===== config.mk =====
export PLATFORM = sky130hd
export DESIGN_NAME = rpt_ram
export DESIGN_NICKNAME = d
export VERILOG_FILES = /design/src/rtl/rpt_ram.sv
export SDC_FILE = /design/constraint.sdc
export NUM_CORES = 1
export LEC_CHECK = 0
export BUFFER_PORTS_ARGS = -buffer_cell sky130_fd_sc_hd__buf_4
export CAP_MARGIN = 25
export CORE_ASPECT_RATIO = 0.9
export CORE_MARGIN = 2
export CORE_UTILIZATION = 65
export DETAILED_ROUTE_END_ITERATION = 8
export PLACE_DENSITY = 0.84
export SLEW_MARGIN = 40
export SYNTH_ARGS = -nofsm -noshare
export SYNTH_HDL_FRONTEND = slang
export SYNTH_SLANG_ARGS = --single-unit

===== constraint.sdc =====
create_clock -name clock -period 3.6 [get_ports clock]
set_input_delay 0.36 -clock clock [delete_from_list [all_inputs] [get_ports clock]]
set_output_delay 0.36 -clock clock [all_outputs]
set_load 0.02 [all_outputs]

===== src/rtl/rpt_ram.sv =====
// ----------------------------------------------------------------------------
// rpt_ram
// Generic simple dual-port RAM, one write and one registered read port.
// ----------------------------------------------------------------------------
module rpt_ram #(
   parameter int WIDTH = 8,
   parameter int DEPTH = 16
) (
   input  logic                     clock,
   input  logic                     wr_en,
   input  logic [$clog2(DEPTH)-1:0] wr_addr,
   input  logic [WIDTH-1:0]         wr_data,
   input  logic [$clog2(DEPTH)-1:0] rd_addr,
   output logic [WIDTH-1:0]         rd_data
);

   logic [WIDTH-1:0] mem [DEPTH];
   logic [WIDTH-1:0] rd_data_ff;

   always_ff @(posedge clock) begin
      if (wr_en) begin
         mem[wr_addr] <= wr_data;
      end
      rd_data_ff <= mem[rd_addr];
   end

   assign rd_data = rd_data_ff;

endmodule


==> metrics list <==
- On the final layout, the worst clock skew is 0.00499 ns.
* Initial cell density of the core: 67.6%
- For this design the top-level I/O count stands at 26.
* Number of detailed-routing iterations run before antenna repair: 6
- Nets in the synthesized netlist: 247
- Buffers inserted during clock tree synthesis total 17.
- After routing the design area is 5940 um^2.
* Count of inserted antenna diode cells: 0
* Final wirelength: 10600 um
- Setup TNS Final: 0 ns
- Post-detailed-route via-to-cell ratio: 6.66
- Resize count post-CTS: 0
- Yosys mapped a number of flops with a built-in enable equal to 128.
- The count of pins over their slew limit was 0.
* Count of endpoints failing setup in the final report: 0
* Global route overflow: 0
- The longest clock path from root to sink contains 2 buffers.
- The tree is rooted in a sky130_fd_sc_hd__clkbuf_8.
- In this run, post-CTS hold repair placed 0 buffers.
* Count of maximum capacitance violations: 0
- Cell area after synthesis: 5150 um^2
* Reg clk slew, reported paths: 0.06 ns
- The net count of the finished layout is 283.
* Global-route wire length before repair: 15500 um
- Most frequently used cell type in the post-synthesis netlist: sky130_fd_sc_hd__edfxtp_1
- Maximum clock rate: 654 MHz
- Largest net degree at the start of global routing: 33
- Data on the critical path arrives at its endpoint at 1.93 ns.
- In this run the core area contains 30 standard-cell rows.
- Clock latency on the worst-skew pair, taken at its later pin, is 0.51 ns.
- In this run, the number of DRC markers left after iteration 0 of detailed routing was 222.
* Critical path launch point type: input port
* Peak supply drop: 0.420 mV
* Max transition margin: 48.3%
- The routed layout has 2489 vias.
- In the synthesized netlist the async set-or-reset flop fraction comes to 0%.
- The largest total area in the synthesized netlist belongs to sky130_fd_sc_hd__edfxtp_1.
- Post-CTS timing repair inserted 0 buffers for setup.
- The commonest cells after synthesis are sky130_fd_sc_hd__edfxtp_1 (128), sky130_fd_sc_hd__mux4_2 (18), sky130_fd_sc_hd__a22oi_1 (16).
* Die Height: 88.4 um
* Average routed wire per standard cell: 28.4 um
- Leading cell types by total area after synthesis: sky130_fd_sc_hd__edfxtp_1 (75%), sky130_fd_sc_hd__mux4_2 (7.9%), sky130_fd_sc_hd__mux4_1 (7.1%)
- The min-delay analysis places its worst path in the category input port to flip-flop.
- In this run the static leakage power is 1.99 nW.
- Sequential element share of the synthesized area: 77.8%
- Fraction of final layout cells with drive strength greater than 1: 28.8%
- Antenna violations before repair: 0
- The number of global-route vias before repair was 2401.
- Yosys top cell area share: 74.7%
- The Yosys step of the flow raised 0 warnings.
- For this run, the leading register cell type out of synthesis is sky130_fd_sc_hd__edfxtp_1.
* Port Buffer Count: 25
- In this run the power density over the cells is 594 nW/um^2.
- Final number of hold-violating endpoints: 0
* Number of distinct library cells after synthesis: 19
* Layout Area Growth over Synthesis: 15.5%
* Final period utilization: 42.5%
* Post-detailed-route DRC marker count: 0
- Synthesis inferred 136 register bits.
- Detailed Place HPWL: 5930 um
* Run status: completed
- Final GP Congestion: 0.764
* Slew @ Worst Pin: 0.772 ns
- Core Footprint: 7620 um^2
- Maximum fanout along the worst path: 32
- Data on the critical path is required at its endpoint by 4.00 ns.
* Final min period: 1.53 ns
- TritonCTS clock tree: built
- The critical path is of the input port to flip-flop type.
- The floorplan step defined a die boundary enclosing 8650 um^2.
- Synthesized area divided by synthesized cell count: 22.5 um^2
* Global routing usage summed across all routing layers: 27.1%
- The die is 97.8 um wide.
- RSZ-0062 raised after global routing: no
* Placement Cell Area: 5390 um^2
- Synthesis produced 229 cells.
* Number of antenna-violating nets in the routed design: 0
* Crit. End Element: flip-flop
* Number of sinks on the clock net: 136
- Deepest level of the CTS H-tree: 4
-- sequential cells by signal, indices dropped and copies added (netlist names) --
signal,count
mem,128
rd_data,8
-- cell usage in the layout, fill, tap and decap left out, types with 2 or more instances in the layout --
cell,n
sky130_fd_sc_hd__nand3b_1,2
sky130_fd_sc_hd__nor2_2,4
sky130_fd_sc_hd__a22oi_1,16
sky130_fd_sc_hd__nand2b_1,2
sky130_fd_sc_hd__nand2_1,9
sky130_fd_sc_hd__clkbuf_16,16
sky130_fd_sc_hd__mux4_1,14
sky130_fd_sc_hd__buf_4,27
sky130_fd_sc_hd__edfxtp_1,128
sky130_fd_sc_hd__mux4_2,18
sky130_fd_sc_hd__clkbuf_8,4
sky130_fd_sc_hd__clkbuf_1,3
sky130_fd_sc_hd__nor3_1,2
sky130_fd_sc_hd__nor3_2,2
sky130_fd_sc_hd__nor2_1,9
sky130_fd_sc_hd__clkinvlp_4,2
sky130_fd_sc_hd__dfxtp_1,8
sky130_fd_sc_hd__clkinv_2,5
-- stage by stage --
stage               std cells  total power [mW]  setup slack [ns]  util, %  hold WS (ns)
finish                    374              3.53              2.07     78.0         0.162
global route              374              3.63              2.02     78.0         0.155
CTS                       374              3.55              2.06     77.9         0.142
detailed placement        342              2.00              1.53     70.8         0.660
global placement          342              1.99              1.53     70.7         0.646
floorplan                 229              1.91              1.75        -         0.459
-- worst paths after layout --
check / startpoint / endpoint / slack [ns] / cells after the start
setup / recovery: rd_addr[0] / rd_data[1]$_DFF_P_ / 2.07 / 4
hold reg to reg: mem[12][4]$_DFFE_PP_ / rd_data[4]$_DFF_P_ / 0.69 / 3
setup reg to reg: mem[1][1]$_DFFE_PP_ / rd_data[1]$_DFF_P_ / 2.19 / 3
hold / removal: wr_data[3] / mem[4][3]$_DFFE_PP_ / 0.16 / 1
-- power breakdown --
part / internal (mW) / switching (mW) / total, mW
combinational: 0.0751 / 0.111 / 0.186
sequential: 1.77 / 0.0121 / 1.78
clock: 0.961 / 0.599 / 1.56
total: 2.81 / 0.722 / 3.53
-- cell families after synthesis --
logic type	after synthesis	synth area share [%]
flip-flops	136	77.8
AND/OR/NAND/NOR	35	3.18
multiplexers	32	15.0
AO/OA/AOI/OAI	16	2.33
buffers and inverters	10	1.68
-- critical path: stages --
cell	delay, ns
sky130_fd_sc_hd__buf_4	0.48
sky130_fd_sc_hd__mux4_1	0.70
sky130_fd_sc_hd__a22oi_1	0.28
sky130_fd_sc_hd__nand2_1	0.08
-- layout make-up --
class,count,area (um^2)
multi-input combinational,83,1080
timing repair buffer,27,203
tap,96,120
clock inverter,9,73.8
clock buffer,23,467
fill,384,1680
sequential,136,4000
-- routing by layer --
layer	track usage, %	vias to the layer above	share of wire (%)
li1	-	1044	-
met1	38.0	1296	41
met2	41.4	134	49
met3	7.90	15	8.2
met4	11.5	0	1.6
met5	0	-	0
No activity file was read; power rests on OpenSTA's default activity.
